### src/rtl/pdt_pkg.sv
package pdt_pkg;

    localparam int unsigned TimeWidth  = 32;
    localparam int unsigned ModeWidth  = 2;
    localparam int unsigned RepWidth   = 15;
    localparam int unsigned FiresWidth = 16;
    localparam int unsigned CfgIdxWidth = 3;
    localparam int unsigned CfgDataWidth = 32;

    typedef logic [ModeWidth-1:0]   t_mode;
    typedef logic [CfgIdxWidth-1:0] t_cfg_idx;

    localparam t_mode MODE_IDLE     = 2'd0;
    localparam t_mode MODE_ONESHOT  = 2'd1;
    localparam t_mode MODE_INTERVAL = 2'd2;
    localparam t_mode MODE_COUNTED  = 2'd3;

    localparam t_cfg_idx REG_MODE   = 3'd0;
    localparam t_cfg_idx REG_PERIOD = 3'd1;
    localparam t_cfg_idx REG_HALTED = 3'd2;
    localparam t_cfg_idx REG_REPEAT = 3'd3;

endpackage

### src/rtl/polled_deadline_timer.sv
// Polled deadline timer. Each item on the slave stream is one poll carrying the current
// free-running millisecond time, and each poll yields exactly one result item whose bit 0
// says whether the deadline was reached on that poll. The first active poll arms a deadline
// of now plus period (wrapping modulo 2^32, compared unsigned); one-shot mode fires once,
// interval mode re-arms on the poll after each firing unless halted, and counted mode fires
// repeat_count times and then stays silent. A poll passes the input register and then the
// result register; one poll is accepted every cycle while the result output is not stalled,
// because the timer state is updated by a single add and compare in the result stage.
// Any write to a listed register clears the timer state; write registers only while idle.
module polled_deadline_timer (
    input  logic                                 i_clk,
    input  logic                                 i_rst_n,
    input  logic                                 s_axis_tvalid,
    output logic                                 s_axis_tready,
    input  logic [pdt_pkg::TimeWidth-1:0]        s_axis_tdata,   // [31:0] now_ms
    output logic                                 m_axis_tvalid,
    input  logic                                 m_axis_tready,
    output logic [7:0]                           m_axis_tdata,   // [0] fired, [7:1] zero
    input  logic                                 i_cfg_wr_en,
    input  pdt_pkg::t_cfg_idx                    i_cfg_index,
    input  logic [pdt_pkg::CfgDataWidth-1:0]     i_cfg_data
);

    // configuration
    pdt_pkg::t_mode                   r_mode;
    logic [pdt_pkg::TimeWidth-1:0]    r_period;
    logic                             r_halted;
    logic [pdt_pkg::RepWidth-1:0]     r_rep;

    // timer state
    logic [pdt_pkg::TimeWidth-1:0]    r_deadline, n_deadline;
    logic                             r_armed, n_armed;
    logic                             r_expired, n_expired;
    logic                             r_rearm_pending, n_rearm_pending;
    logic [pdt_pkg::FiresWidth-1:0]   r_fires_done, n_fires_done;

    // pipeline
    logic                             r_in_valid;
    logic [pdt_pkg::TimeWidth-1:0]    r_in_now;
    logic                             r_out_valid;
    logic                             r_out_fired;

    logic advance;
    logic cfg_hit;
    logic active;
    logic repeating;
    logic cur_armed, cur_expired;
    logic n_fired;

    assign advance       = r_in_valid && (!r_out_valid || m_axis_tready);
    assign s_axis_tready = !r_in_valid || advance;
    assign m_axis_tvalid = r_out_valid;
    assign m_axis_tdata  = {7'd0, r_out_fired};

    always_comb begin
        cfg_hit = 1'b0;
        unique case (i_cfg_index)
            pdt_pkg::REG_MODE,
            pdt_pkg::REG_PERIOD,
            pdt_pkg::REG_HALTED,
            pdt_pkg::REG_REPEAT: cfg_hit = i_cfg_wr_en;
            default:             cfg_hit = 1'b0;
        endcase
    end

    always_comb begin
        active    = 1'b0;
        repeating = 1'b0;
        unique case (r_mode)
            pdt_pkg::MODE_ONESHOT:  active = 1'b1;
            pdt_pkg::MODE_INTERVAL: begin
                active    = !r_halted;
                repeating = 1'b1;
            end
            pdt_pkg::MODE_COUNTED:  begin
                active    = r_fires_done < {1'b0, r_rep};
                repeating = 1'b1;
            end
            default:                active = 1'b0;
        endcase
    end

    // A pending re-arm drops the old deadline before this poll is evaluated.
    always_comb begin
        n_deadline      = r_deadline;
        n_armed         = r_armed;
        n_expired       = r_expired;
        n_rearm_pending = r_rearm_pending;
        n_fires_done    = r_fires_done;
        n_fired         = 1'b0;
        cur_armed       = r_armed && !r_rearm_pending;
        cur_expired     = r_expired && !r_rearm_pending;
        if (active) begin
            if (r_rearm_pending) begin
                n_armed         = 1'b0;
                n_expired       = 1'b0;
                n_rearm_pending = 1'b0;
                if (r_mode == pdt_pkg::MODE_COUNTED) begin
                    n_fires_done = r_fires_done + 1'b1;
                end
            end
            if (!cur_armed && !cur_expired) begin
                n_armed    = 1'b1;
                n_deadline = r_in_now + r_period;
            end else if (r_deadline <= r_in_now && !cur_expired) begin
                n_expired       = 1'b1;
                n_rearm_pending = repeating;
                n_fired         = 1'b1;
            end
        end
    end

    always_ff @(posedge i_clk) begin
        if (!i_rst_n) begin
            r_mode          <= pdt_pkg::MODE_IDLE;
            r_period        <= '0;
            r_halted        <= 1'b1;
            r_rep           <= '0;
            r_deadline      <= '0;
            r_armed         <= 1'b0;
            r_expired       <= 1'b0;
            r_rearm_pending <= 1'b0;
            r_fires_done    <= '0;
            r_in_valid      <= 1'b0;
            r_out_valid     <= 1'b0;
        end else begin
            if (s_axis_tready) begin
                r_in_valid <= s_axis_tvalid;
            end
            if (advance) begin
                r_out_valid <= 1'b1;
            end else if (m_axis_tready) begin
                r_out_valid <= 1'b0;
            end

            if (cfg_hit) begin
                unique case (i_cfg_index)
                    pdt_pkg::REG_MODE:   r_mode   <= i_cfg_data[pdt_pkg::ModeWidth-1:0];
                    pdt_pkg::REG_PERIOD: r_period <= i_cfg_data[pdt_pkg::TimeWidth-1:0];
                    pdt_pkg::REG_HALTED: r_halted <= i_cfg_data[0];
                    pdt_pkg::REG_REPEAT: r_rep    <= i_cfg_data[pdt_pkg::RepWidth-1:0];
                    default:             r_mode   <= r_mode;
                endcase
                r_deadline      <= '0;
                r_armed         <= 1'b0;
                r_expired       <= 1'b0;
                r_rearm_pending <= 1'b0;
                r_fires_done    <= '0;
            end else if (advance) begin
                r_deadline      <= n_deadline;
                r_armed         <= n_armed;
                r_expired       <= n_expired;
                r_rearm_pending <= n_rearm_pending;
                r_fires_done    <= n_fires_done;
            end
        end
    end

    always_ff @(posedge i_clk) begin
        if (s_axis_tready && s_axis_tvalid) begin
            r_in_now <= s_axis_tdata;
        end
        if (advance) begin
            r_out_fired <= n_fired;
        end
    end

    a_fire_sets_expired: assert property (@(posedge i_clk) disable iff (!i_rst_n)
        (advance && n_fired && !cfg_hit) |=> r_expired)
        else $error("firing poll did not mark the deadline expired");

    a_count_bounded: assert property (@(posedge i_clk) disable iff (!i_rst_n)
        (r_mode == pdt_pkg::MODE_COUNTED) |-> (r_fires_done <= {1'b0, r_rep}))
        else $error("fire count ran past the repeat count");

    a_rearm_consistent: assert property (@(posedge i_clk) disable iff (!i_rst_n)
        r_rearm_pending |-> (r_expired && r_mode != pdt_pkg::MODE_ONESHOT))
        else $error("re-arm pending without an expired repeating deadline");

    a_cfg_clears: assert property (@(posedge i_clk) disable iff (!i_rst_n)
        cfg_hit |=> (!r_armed && !r_expired && !r_rearm_pending && r_fires_done == '0))
        else $error("register write did not clear the timer state");

endmodule
### config.mk
export PLATFORM = sky130hd
export DESIGN_NAME = polled_deadline_timer
export DESIGN_NICKNAME = d
export VERILOG_FILES = /design/src/rtl/pdt_pkg.sv /design/src/rtl/polled_deadline_timer.sv
export SDC_FILE = /design/constraint.sdc
export NUM_CORES = 1
export LEC_CHECK = 0
export BUFFER_PORTS_ARGS = -buffer_cell sky130_fd_sc_hd__buf_2
export CORE_MARGIN = 1.5
export CORE_UTILIZATION = 30
export CTS_CLUSTER_DIAMETER = 120
export DETAILED_ROUTE_END_ITERATION = 10
export PLACE_DENSITY = 0.45
export SLEW_MARGIN = 5
export SYNTH_ARGS = -nofsm -noshare
export SYNTH_HDL_FRONTEND = slang
export SYNTH_SLANG_ARGS = --single-unit
export TNS_END_PERCENT = 30
### constraint.sdc
create_clock -name i_clk -period 6.2 [get_ports i_clk]
set_input_delay 0 -clock i_clk [delete_from_list [all_inputs] [get_ports i_clk]]
set_output_delay 0 -clock i_clk [all_outputs]
set_load 0.005 [all_outputs]
# --- Word-level counts from Yosys, hierarchy flattened ---
# Index checks and enable logic that the tools add are counted.
totals:
  regBits: 136
  in_bits: 72
op_classes:
  add_sub_neg: 2
  n_lt_le_gt_ge: 2
  eq_ne: 6
  n_mux: 13
  bitwise: 2
  n_reduce_logical: 29
op_table:
  columns: ["operator", "n"]
  rows:
  - ["32-bit adder", 1]
  - ["32-bit <= comparator", 1]
  - ["16-bit by 1-bit adder with 16-bit output, second input constant", 1]
  - ["16-bit by 15-bit less-than comparator with 1-bit output", 1]
  - ["1-bit 2-to-1 mux", 12]
  - ["2-bit AND reduction", 5]
  - ["3-bit by 2-bit == test with 1-bit output, second input constant", 2]
  - ["1-bit logical AND", 6]
  - ["1-bit zero test", 6]
  - ["3-bit AND reduction", 2]
  - ["2-bit OR reduction", 3]
  - ["2-bit == test, second input constant", 2]
  - ["4-bit AND reduction", 1]
  - ["2-bit nonzero test", 2]
  - ["4-bit OR reduction", 1]
  - ["3-bit by 1-bit == test with 1-bit output, second input constant", 1]
  - ["3-bit zero test", 1]
  - ["1-bit case mux with 3 select lines", 1]
  - ["2-bit by 1-bit == test with 1-bit output, second input constant", 1]
  - ["1-bit logical OR", 2]
  - ["1-bit NOT", 2]

# --- Longest topological paths before layout ---
# Gate-level depths: netlist of the first run.
depth:
  depth_word: 6
  depth_mapped: 13

# --- Least setup slack after synthesis of the first run ---
# Ideal clock, no wire load.
synth_path:
  path_kind: "reg2reg"
  start: "register r_rep[13] in the netlist's numbering"
  end: "register r_deadline[10] in the netlist's numbering"
  setup_ns: 0.132
  arrival_time_ns: 2.349
  required_ns: 6.068
  path_slack_ns: 3.719
  stages_incl_launch_ff: 14
  n_path_buf: 2
  cell_sequence: "dfxtp_1 -> inv_1 -> ha_1 -> a21o_1 -> a211o_1 -> a2111oi_4 -> o21ai_2 -> nand2_4 -> o22ai_2 -> or2_1 -> buf_6 -> buf_6 -> nand2_1 -> a21oi_1"
synth_between:
  elab_chain_cells: 3
synth_lines:
  columns: ["element", "line", "rtl"]
  rows:
  - ["from (decl)", "polled_deadline_timer.sv:28", "logic [pdt_pkg::RepWidth-1:0] r_rep;"]
  - ["from (signal assigned)", "polled_deadline_timer.sv:141", "pdt_pkg::REG_REPEAT: r_rep <= i_cfg_data[pdt_pkg::RepWidth-1:0];"]
  - ["16-bit by 15-bit less-than comparator with 1-bit output", "polled_deadline_timer.sv:76", "active = r_fires_done < {1'b0, r_rep};"]
  - ["1-bit case mux with 3 select lines", "polled_deadline_timer.sv:69", "unique case (r_mode)"]
  - ["3-bit AND reduction (no source line)", null, null]
  - ["to (signal assigned)", "polled_deadline_timer.sv:150", "r_deadline <= n_deadline;"]
  - ["to (decl)", "polled_deadline_timer.sv:31", "logic [pdt_pkg::TimeWidth-1:0] r_deadline, n_deadline;"]
# No other way between the ends.
# A chain may end at the register's enable or synchronous reset.

# --- Final worst setup path of the first run ---
layout_path:
  start: "register r_rep[13] in the netlist's numbering"
  end: "register r_deadline[26] in the netlist's numbering"
# The elaborated chain is that of the path after synthesis.

==> results of run 1 <==
[where the power goes]
group	total [uW]	switching, uW	leakage (uW)	internal, uW
combinational	216	115	0.00259	101
clock	1080	441	0.000306	635
sequential	944	13.0	0.00115	931
[per-stage QoR]
| step | total power (uW) | hold WS, ps | setup WS, ps | area (um^2) | instances |
|---|---|---|---|---|---|
| floorplan | 1080 | 98.9 | 3720 | 7740 | 875 |
| global placement | 1150 | 178 | 3290 | 8370 | 1244 |
| detailed placement | 1150 | 179 | 3250 | 8370 | 1244 |
| CTS | 2270 | 158 | 3230 | 9690 | 1346 |
| global route | 2330 | 202 | 3010 | 9690 | 1346 |
| finish | 2240 | 163 | 3250 | 9690 | 1346 |
[final cells by class]
| type | count | share of cell area, % |
|---|---|---|
| Tap cell | 330 | 4.26 |
| Multi-Input combinational cell | 641 | 44.1 |
| Clock buffer | 20 | 5.16 |
| Timing Repair Buffer | 150 | 11.5 |
| Inverter | 57 | 2.21 |
| Sequential cell | 136 | 31.5 |
| Clock inverter | 12 | 1.27 |
[cells by family (layout without fill, tap and decap cells)]
kind of cell,count (synthesis),count (layout)
other,1,7
multiplexers,3,3
AND/OR/NAND/NOR,288,288
AO/OA/AOI/OAI,228,228
flip-flops,136,136
buffers and inverters,98,239
adder cells (fa/ha/maj),79,79
XOR/XNOR,36,36
[what timing repair did]
item | in CTS | in global routing
endpoints found under the hold margin | 84 | 0
hold buffers | 70 | 0
resized for setup | 0 | 0
[layer usage]
layer / GRT usage [%] / vias up / routed length [um]
li1: - / 3285 / -
met1: 21.9 / 2941 / 10400
met2: 26.4 / 84 / 9420
met3: 2.87 / 15 / 481
met4: 4.00 / 0 / 209
met5: 0 / - / 0
[worst max-delay path: stages (launching register included)]
cell	delay, ps
dfxtp_1	320
inv_1	40
ha_1	300
a21o_1	180
a211o_1	340
a2111oi_4	350
o21ai_2	120
nand2_4	120
o22ai_2	100
nor2_2	90
buf_4	350
nand2_1	260
o31ai_2	280
[synth_stat cells, drive strengths merged, types with 23 or more instances]
cell type / n
clkbuf: 26
ha: 78
xnor2: 23
inv: 57
a21oi: 64
a21o: 31
nor2: 33
nand2: 168
a21boi: 47
o21ai: 31
edfxtp: 33
dfxtp: 103
[registers in the layout (all words and copies together), names as in the netlist]
signal and count:
r_deadline 32, r_in_now 32, r_period 32, r_fires_done 16, r_rep 15, r_mode 2
m_axis_tvalid 1, r_armed 1, r_expired 1, r_halted 1, r_in_valid 1, r_out_fired 1
r_rearm_pending 1
[worst paths after layout]
kind	start	end	slack [ps]
hold / removal	i_cfg_wr_en	r_mode[0]$_SDFFE_PN0P_	160
setup / recovery	r_rep[13]$_SDFFE_PN0P_	r_deadline[26]$_SDFFE_PP0P_	3250
setup reg to reg	r_rep[13]$_SDFFE_PN0P_	r_deadline[26]$_SDFFE_PP0P_	3250
hold reg to reg	r_deadline[7]$_SDFFE_PP0P_	r_deadline[7]$_SDFFE_PP0P_	460
==> summary.md, run 1 <==
| Metric | Value |
|---|---|
| Status | finished, final reports clean |
| I/O Buffers | 74 |
| Top cell type's share of synthesized area | between 20% and 30% |
| WL per Instance | roughly 15 um |
| Fin nets | approximately 1200 |
| Final worst path period need | 2950 ps |
| RSZ-0062 raised after global routing | false |
| Maximum clock path buffer count | 2 |
| Layout cell share with drive strength beyond 1 | ~13% |
| GRT overflow | 0 |
| Synth Area in Compound Gates | between 20% and 30% |
| Slew headroom | roughly 40% |
| Pins Over Slew Limit | 0 |
| Root Buffer | clkbuf_16 |
| # DRC | 0 |
| Initial antenna violation count | 0 |
| Post-Synth XOR/XNOR Area | a little over 4% |
| Post-DP HPWL | 14500 um |
| Multi-input gate area | 4270 um^2 |
| Max-Cap Viols | 0 |
| Chip width | roughly 160 um |
| Io pins | 82 |
| Vias in the first global route | about 6300 |
| Multiplexer share of the synthesized area | less than 1% |
| Hold path depth | 5 |
| Maximum vdd drop | approximately 180 uV |
| Fin util | a little under two fifths |
| CP Max Fanout | 31 |
| Postcts setup bufs | 0 |
| Worst Tran Pin Value | 899 ps |
| GP Congestion | approximately 0.76 |
| Critical path required time | roughly 6600 ps |
| Synth Area per Inst | just under 9 um^2 |
| Synth warn | 0 |
| Setup violators final | 0 |
| Setup CP Type | register to register |
| Register Area | slightly above 3000 um^2 |
| Die area | 26700 um^2 |
| Fmax | ~340 MHz |
| Post-Route WL | slightly above 20000 um |
| Hold WC Path Type | input port to register |
| Number of cell rows | between 50 and 60 |
| All-Layer GR Usage | between 10% and 20% |
| Post-synth EDFFs | 33 |
| Setup crit end kind | register |
| Num CTS Buffers | 17 |
| Post-Synth Adder-Cell Area | between 10% and 20% |
| Antenna-violating nets left | 0 |
| H-tree depth | 4 |
| Ant diodes | 0 |
| Die height | ~160 um |
| Fillers | between 2000 and 3000 |
| FFs w/ async S/R, synth | 0% |
| Reg2reg path depth | 12 |
| Synthesized flop and latch total | ~140 |
| CP Data Arrival Time | ~3300 ps |
| Drt first pass iters | 4 |
| Maximum number of pins on one net before global-route repair | 55 |
| Clock tree from TritonCTS | done |
| Final hold vios | 0 |
| Most common cell after layout, fill and taps aside | nand2_1 |
| Largest family of logic cells by synthesized area | compound AO/OA/AOI/OAI gates |
| Most frequent cells in the layout | nand2_1 (167), dfxtp_1 (103), ha_1 (78), buf_2 (74), dlygate4sd3_1 (70) |
| Area delta synth->final | 25.5% |
| Worst-Skew Late Latency | ~430 ps |
| Synth area leader | dfxtp_1 |
| Post-synthesis sequential area ratio | between 30% and 40% |
| Syn Inst Count | around 870 |
| Post-Synth Simple-Gate Area | between 10% and 20% |
| Largest cells by area after synthesis | dfxtp_1 (27%), edfxtp_1 (13%), ha_1 (13%) |
| Vias per inst | around 4.7 |
| PwrDens | about 230 nW/um^2 |
| Post-synth cell types | between 60 and 70 |
| CTS sink count | 136 |
| Core area | roughly 25000 um^2 |
| Total number of vias | 6325 |
| Worst-path clk slew | roughly 70 ps |
| Clk_skew | between 10 and 15 ps |
| First-pass GRT wire length | 33100 um |
| Final Cycle Share | between 40 and 50% |
| Post-synth top flop | dfxtp_1 |
| Lkg Pwr | ~0.0040 uW |
| Initial Util | 30.6% |
| Detailed Route Iter0 Violations | between 200 and 300 |
| Setup TNS | 0 ps |
| Synthesized cell area | between 7000 and 8000 um^2 |
| Startpoint type of the worst setup path | register |
(Power assumes the default switching activity.)
==> run 2, diff against run 1 <==
Clock period 6.2 ns to 3 ns, I/O delays scaled along.
==> run 2 against run 1 <==
  * Clock power is 93% higher
  * Worst hold slack worse by 120 ps
  * Critical path depth is 2 lower
  * Register-to-register slack worse by 3000 ps
  * First-iteration DRC count is 3.8% higher
  * Worst setup slack worse by 3000 ps
  * Final cell count is 0.67% higher
  * Global-route usage is 0.23 points lower
  * Sequential power is 110% higher
  * Sequential share of layout area is 0.19 points lower
  * Critical endpoint unchanged
  * Largest cell class unchanged
==> summary.md, run 2 (synthesized netlist as in run 1, its figures left out) <==
| Metric | Value |
|---|---|
| Num CTS Buffers | 17 |
| Hold path depth | 4 |
| Fin util | approximately 39% |
| Post-Place Worst Slack | roughly 210 ps |
| Final hold vios | 0 |
| GP Congestion | 0.756 |
| Most frequent cells in the layout | nand2_1 (167), dfxtp_1 (103), ha_1 (78), dlygate4sd3_1 (76), buf_2 (74) |
| Io pins | 82 |
| Clock tree from TritonCTS | done |
| Non-filler instance count after layout | 1355 |
| Post-DP HPWL | 14600 um |
| Crit path largest cell delay | between 400 and 500 ps |
| Pins Over Slew Limit | 0 |
| Clk_skew | between 15 and 20 ps |
| Initial Util | ~31% |
| Ant diodes | 0 |
| R2R Path End | r_deadline[26]$_SDFFE_PP0P_ |
| Regs by FF count | r_deadline (32), r_in_now (32), r_period (32) |
| Core area | 25300 um^2 |
| Worst Tran Pin Value | ~900 ps |
| Layout cell share with drive strength beyond 1 | a little over an eighth |
| Initial antenna violation count | 0 |
| Maximum number of pins on one net before global-route repair | 39 |
| Hold WC Path Type | input port to register |
| First-pass GRT wire length | roughly 33000 um |
| Status | finished, final reports clean |
| All-Layer GR Usage | about 16% |
| Detailed Route Iter0 Violations | 270 |
| RSZ-0062 raised after global routing | false |
| # DRC | 0 |
| Min-delay src | i_cfg_wr_en |
| Total number of vias | roughly 6300 |
| Crit path max-delay cell type | edfxtp_1 |
| Inst Count DP | around 1200 |
| Die area | roughly 27000 um^2 |
| Multi-input gate area | between 4000 and 5000 um^2 |
| Setup ws final | 217 ps |
| Critical path required time | 3340 ps |
| Lkg Pwr | a little over 0.004 uW |
| Fmax | about 360 MHz |
| Worst hold endpoint | r_halted$_SDFFE_PN1P_ |
| Die height | 163 um |
| Reg2reg path depth | 10 |
| Root Buffer | clkbuf_16 |
| Worst-Skew Late Latency | 430 ps |
| Antenna-violating nets left | 0 |
| WL per Instance | around 15 um |
| Drt first pass iters | 4 |
| Slew headroom | between 30 and 40% |
| Vias in the first global route | about 6400 |
| Most common cell after layout, fill and taps aside | nand2_1 |
| PwrDens | 460 nW/um^2 |
| Vias per inst | around 4.7 |
| Maximum vdd drop | ~340 uV |
| Worst-path clk slew | roughly 70 ps |
| Final worst path period need | 2780 ps |
| I/O Buffers | 74 |
| CTS sink count | between 100 and 150 |
| Fillers | between 2000 and 3000 |
| Critical R2R Launch | r_in_now[10]$_DFFE_PP_ |
| Maximum clock path buffer count | 2 |
| Crit path cell chain | ha_1 -> a21oi_1 -> nor2b_1 -> a2111oi_4 -> o31ai_1 -> o21bai_1 -> a31oi_2 -> nor3_1 -> o31a_1 -> o31ai_2 |
| Setup CP Type | register to register |
| Total power | around 4500 uW |
| Final Cycle Share | 92.8% |
| GRT overflow | 0 |
| Area delta synth->final | 26.3% |
| Fin nets | ~1200 |
| Setup violators final | 0 |
| Number of cell rows | 58 |
| Chip width | approximately 160 um |
| Slack of the worst reg-to-reg path | ~220 ps |
| H-tree depth | 4 |
| Setup TNS | 0 ps |
| CP Data Arrival Time | ~3100 ps |
| Post-Route WL | 20200 um |
| Setup crit end kind | register |
| Startpoint type of the worst setup path | register |
| CP Max Fanout | 4 |
| Max-Cap Viols | 0 |
| Register Area | 3050 um^2 |
run 2: changes by cell type in the layout (fill, tap and decap cells not counted), sizes merged:
cell	delta
clkinvlp	+1
inv	+4
bufinv	-1
clkinv	-2
clkbuf	-2
dlygate4sd3	+6
buf	+3
run 2: repair_timing:
action,4_1_cts,5_1_grt
endpoints found under the hold margin,84,0
hold buffers,76,0
setup buffers,0,0
gates resized for setup,0,2
endpoints found under the setup margin,0,2
run 2: where the power goes:
part / internal [uW] / switching (uW) / leakage, uW
Clock: 1140 / 943 / 0.000280
Sequential: 1920 / 28.8 / 0.00115
Combinational: 215 / 235 / 0.00265
Total: 3280 / 1210 / 0.00408
run 2: layout make-up:
class	count	area share, %
well taps	330	4.23
repair buffers	159	12.4
multi-input cells	641	44.0
clock buffers	18	4.62
clock inverters	14	1.26
inverters	57	2.19
flip-flops and latches	136	31.3
run 2: metal layers:
metal	GRT usage, %	vias up	wire (um)
met5	0	-	0
li1	-	3302	-
met1	20.2	2939	9940
met3	2.89	11	452
met4	4.34	0	156
met2	27.5	85	9690
run 2: worst max-delay path: cells and delay by family, from the launching register on:
kind / cells / cell delay (ps)
simple gates: 2 / 210
flops: 1 / 420
fa+ha+maj: 1 / 360
compound gates: 7 / 1700
run 2: worst max-delay path by stage:
| stage | from | end | slack [ps] | depth (start not counted) |
|---|---|---|---|---|
| after CTS | r_in_now[4]$_DFFE_PP_ | r_deadline[29]$_SDFFE_PP0P_ | 190 | 10 |
| after detailed placement | r_in_now[4]$_DFFE_PP_ | r_deadline[29]$_SDFFE_PP0P_ | 210 | 10 |
| after global routing | r_in_now[0]$_DFFE_PP_ | r_deadline[26]$_SDFFE_PP0P_ | 10 | 12 |
| after global placement | r_in_now[3]$_DFFE_PP_ | r_deadline[31]$_SDFFE_PP0P_ | 230 | 10 |
| final | r_in_now[10]$_DFFE_PP_ | r_deadline[26]$_SDFFE_PP0P_ | 220 | 10 |
| after floorplan | r_rep[13]$_SDFFE_PN0P_ | r_deadline[10]$_SDFFE_PP0P_ | 520 | 13 |
run 2: through the flow:
stage | hold WS (ps) | cell area, um^2
2_1_floorplan | 98.9 | 7740
3_3_place_gp | 179 | 8400
3_5_place_dp | 178 | 8400
4_1_cts | 25.9 | 9740
5_1_grt | 47.4 | 9750
6_report | 41.4 | 9750
==> run 3, diff against run 2 <==
Settings changed: CORE_UTILIZATION 30 to 60, HOLD_SLACK_MARGIN set to 0.1, PLACE_DENSITY 0.45 to 0.8.
==> run 3 against run 2 <==
  * Sequential share of layout area up 0.92 points
  * Cell area down 2.8%
  * Worst hold slack better by 85 ps
  * Clock skew down 7.9 ps
  * Final cell count down 12%
  * Critical path depth unchanged
  * Global-route usage up 13 points
  * Via count up 3.7%
  * Utilization up 37 points
  * Critical path type unchanged
  * Critical endpoint is now r_deadline[29]$_SDFFE_PP0P_
  * Largest power group unchanged
==> summary.md, run 3 (synthesized netlist as in run 1, its figures left out) <==
| Metric | Value |
|---|---|
| I/O Buffers | 74 |
| Root Buffer | clkbuf_16 |
| Drt first pass iters | 4 |
| Critical path required time | about 3300 ps |
| Non-filler instance count after layout | 1190 |
| H-tree depth | 4 |
| CP Data Arrival Time | about 3200 ps |
| Crit path largest cell delay | about 400 ps |
| Setup violators final | 0 |
| Clk_skew | about 7.7 ps |
| Pins Over Slew Limit | 0 |
| Vias per inst | ~5.5 |
| GP Congestion | just under 0.9 |
| Area after DPL | ~8000 um^2 |
| Chip width | about 120 um |
| Startpoint type of the worst setup path | register |
| WL per Instance | about 16 um |
| Hold WC Path Type | input port to register |
| First-pass GRT wire length | just over 30000 um |
| Regs by FF count | r_deadline (32), r_in_now (32), r_period (32) |
| Crit path max-delay cell type | edfxtp_1 |
| Postcts setup bufs | 0 |
| Maximum clock path buffer count | 2 |
| Detailed Route Iter0 Violations | approximately 430 |
| Maximum number of pins on one net before global-route repair | 54 |
| Maximum vdd drop | about 400 uV |
| Inst Count DP | ~1100 |
| Setup TNS | 0 ps |
| Post-DP HPWL | around 12000 um |
| # DRC | 0 |
| All-Layer GR Usage | between 20% and 30% |
| Worst-path clk slew | 60 ps |
| Final hold vios | 0 |
| Antenna-violating nets left | 0 |
| Setup crit end kind | register |
| Lkg Pwr | about 0.004 uW |
| PwrDens | 468 nW/um^2 |
| Final Cycle Share | a little over nine tenths |
| CTS sink count | 136 |
| Layout Cell Area excl Fill | 9470 um^2 |
| Setup CP Type | register to register |
| Crit path cell chain | ha_1 -> a211oi_1 -> o211ai_1 -> a311oi_2 -> nor2_1 -> a31oi_2 -> a21oi_1 -> or3_1 -> nand3_1 -> a21oi_1 |
| Die height | approximately 120 um |
| Slew headroom | ~17% |
| Ant diodes | 0 |
| Most common cell after layout, fill and taps aside | nand2_1 |
| Area delta synth->final | 22.7% |
| Initial antenna violation count | 0 |
| Post-Route WL | around 19000 um |
| Crit path top cell by count | a21oi_1 |
| Final worst path period need | between 2000 and 3000 ps |
| Clock tree from TritonCTS | done |
| GRT overflow | 0 |
| Number of cell rows | 41 |
| Fmax | about 350 MHz |
| CP Max Fanout | 5 |
| Initial Util | 61.4% |
| Die area | between 10000 and 15000 um^2 |
| Vias in the first global route | around 6700 |
| Layout cell share with drive strength beyond 1 | 12.8% |
| Worst Tran Pin Value | between 1000 and 1500 ps |
| Worst-Skew Late Latency | 430 ps |
| Fin util | between 70% and 80% |
| Max-Cap Viols | 0 |
| Io pins | between 80 and 90 |
| Status | finished, final reports clean |
| Most frequent cells in the layout | nand2_1 (167), dfxtp_1 (103), ha_1 (78), buf_2 (74), dlygate4sd3_1 (71) |
| Fin nets | 1156 |
| Core area | 12600 um^2 |
| Total number of vias | approximately 6600 |
| Num CTS Buffers | 17 |
## run 3: cell count changes in the layout (fill, tap and decap cells not counted), moves of 2 or more
| cell | previous run | this run |
|---|---|---|
| clkinv_2 | 0 | 4 |
| inv_6 | 6 | 2 |
| dlygate4sd3_1 | 76 | 71 |
| clkinv_4 | 1 | 3 |
| inv_4 | 2 | 0 |
| inv_8 | 3 | 1 |
| buf_4 | 8 | 6 |
## run 3: area by class of cell
type	count	area (um^2)
tap	172	215
multi-input combinational	641	4280
fill	904	3100
timing repair buffer	152	1140
sequential	136	3050
clock inverter	13	120
clock buffer	19	454
inverter	57	214
## run 3: critical path, delay by kind of cell, from the launching register on
family / cells / cell delay, ps
AOI/OAI and AO/OA: 6 / 1340
DFF: 1 / 400
and+or+nand+nor: 3 / 620
adders and majority gates: 1 / 360
## run 3: final timing paths
check / startpoint / to / slack, ps / depth (start not counted)
worst max register to register: r_in_now[6]$_DFFE_PP_ / r_deadline[29]$_SDFFE_PP0P_ / 140 / 10
worst min register to register: r_deadline[16]$_SDFFE_PP0P_ / r_deadline[16]$_SDFFE_PP0P_ / 460 / 2
worst min-delay path: i_rst_n / r_fires_done[15]$_SDFFE_PP0P_ / 130 / 4
worst max-delay path: r_in_now[6]$_DFFE_PP_ / r_deadline[29]$_SDFFE_PP0P_ / 140 / 10
## run 3: repair_timing
item / CTS / global route
setup endpoints to repair: 0 / 2
hold buffers: 71 / 0
endpoints found under the hold margin: 84 / 0
gates resized for setup: 0 / 2
## run 3: power breakdown
group / internal (uW) / switching [uW] / total, uW
logic: 211 / 234 / 445
registers: 1920 / 27.5 / 1950
clock network: 1190 / 843 / 2040
total: 3330 / 1100 / 4430
## run 3: through the flow
stage	worst slack (ps)	hold WS, ps	power, uW
5_1_grt	-7.12	147	4590
4_1_cts	190	122	4440
3_3_place_gp	249	176	2350
6_report	141	127	4430
3_5_place_dp	251	178	2350
2_1_floorplan	519	98.9	2230
## run 3: layer usage
layer	part of all wire, %	up-vias	track usage, %
met4	2.3	0	13.2
met3	5.4	43	6.69
met2	47	197	48.0
met5	0	-	0
met1	45	3040	36.9
li1	-	3293	-
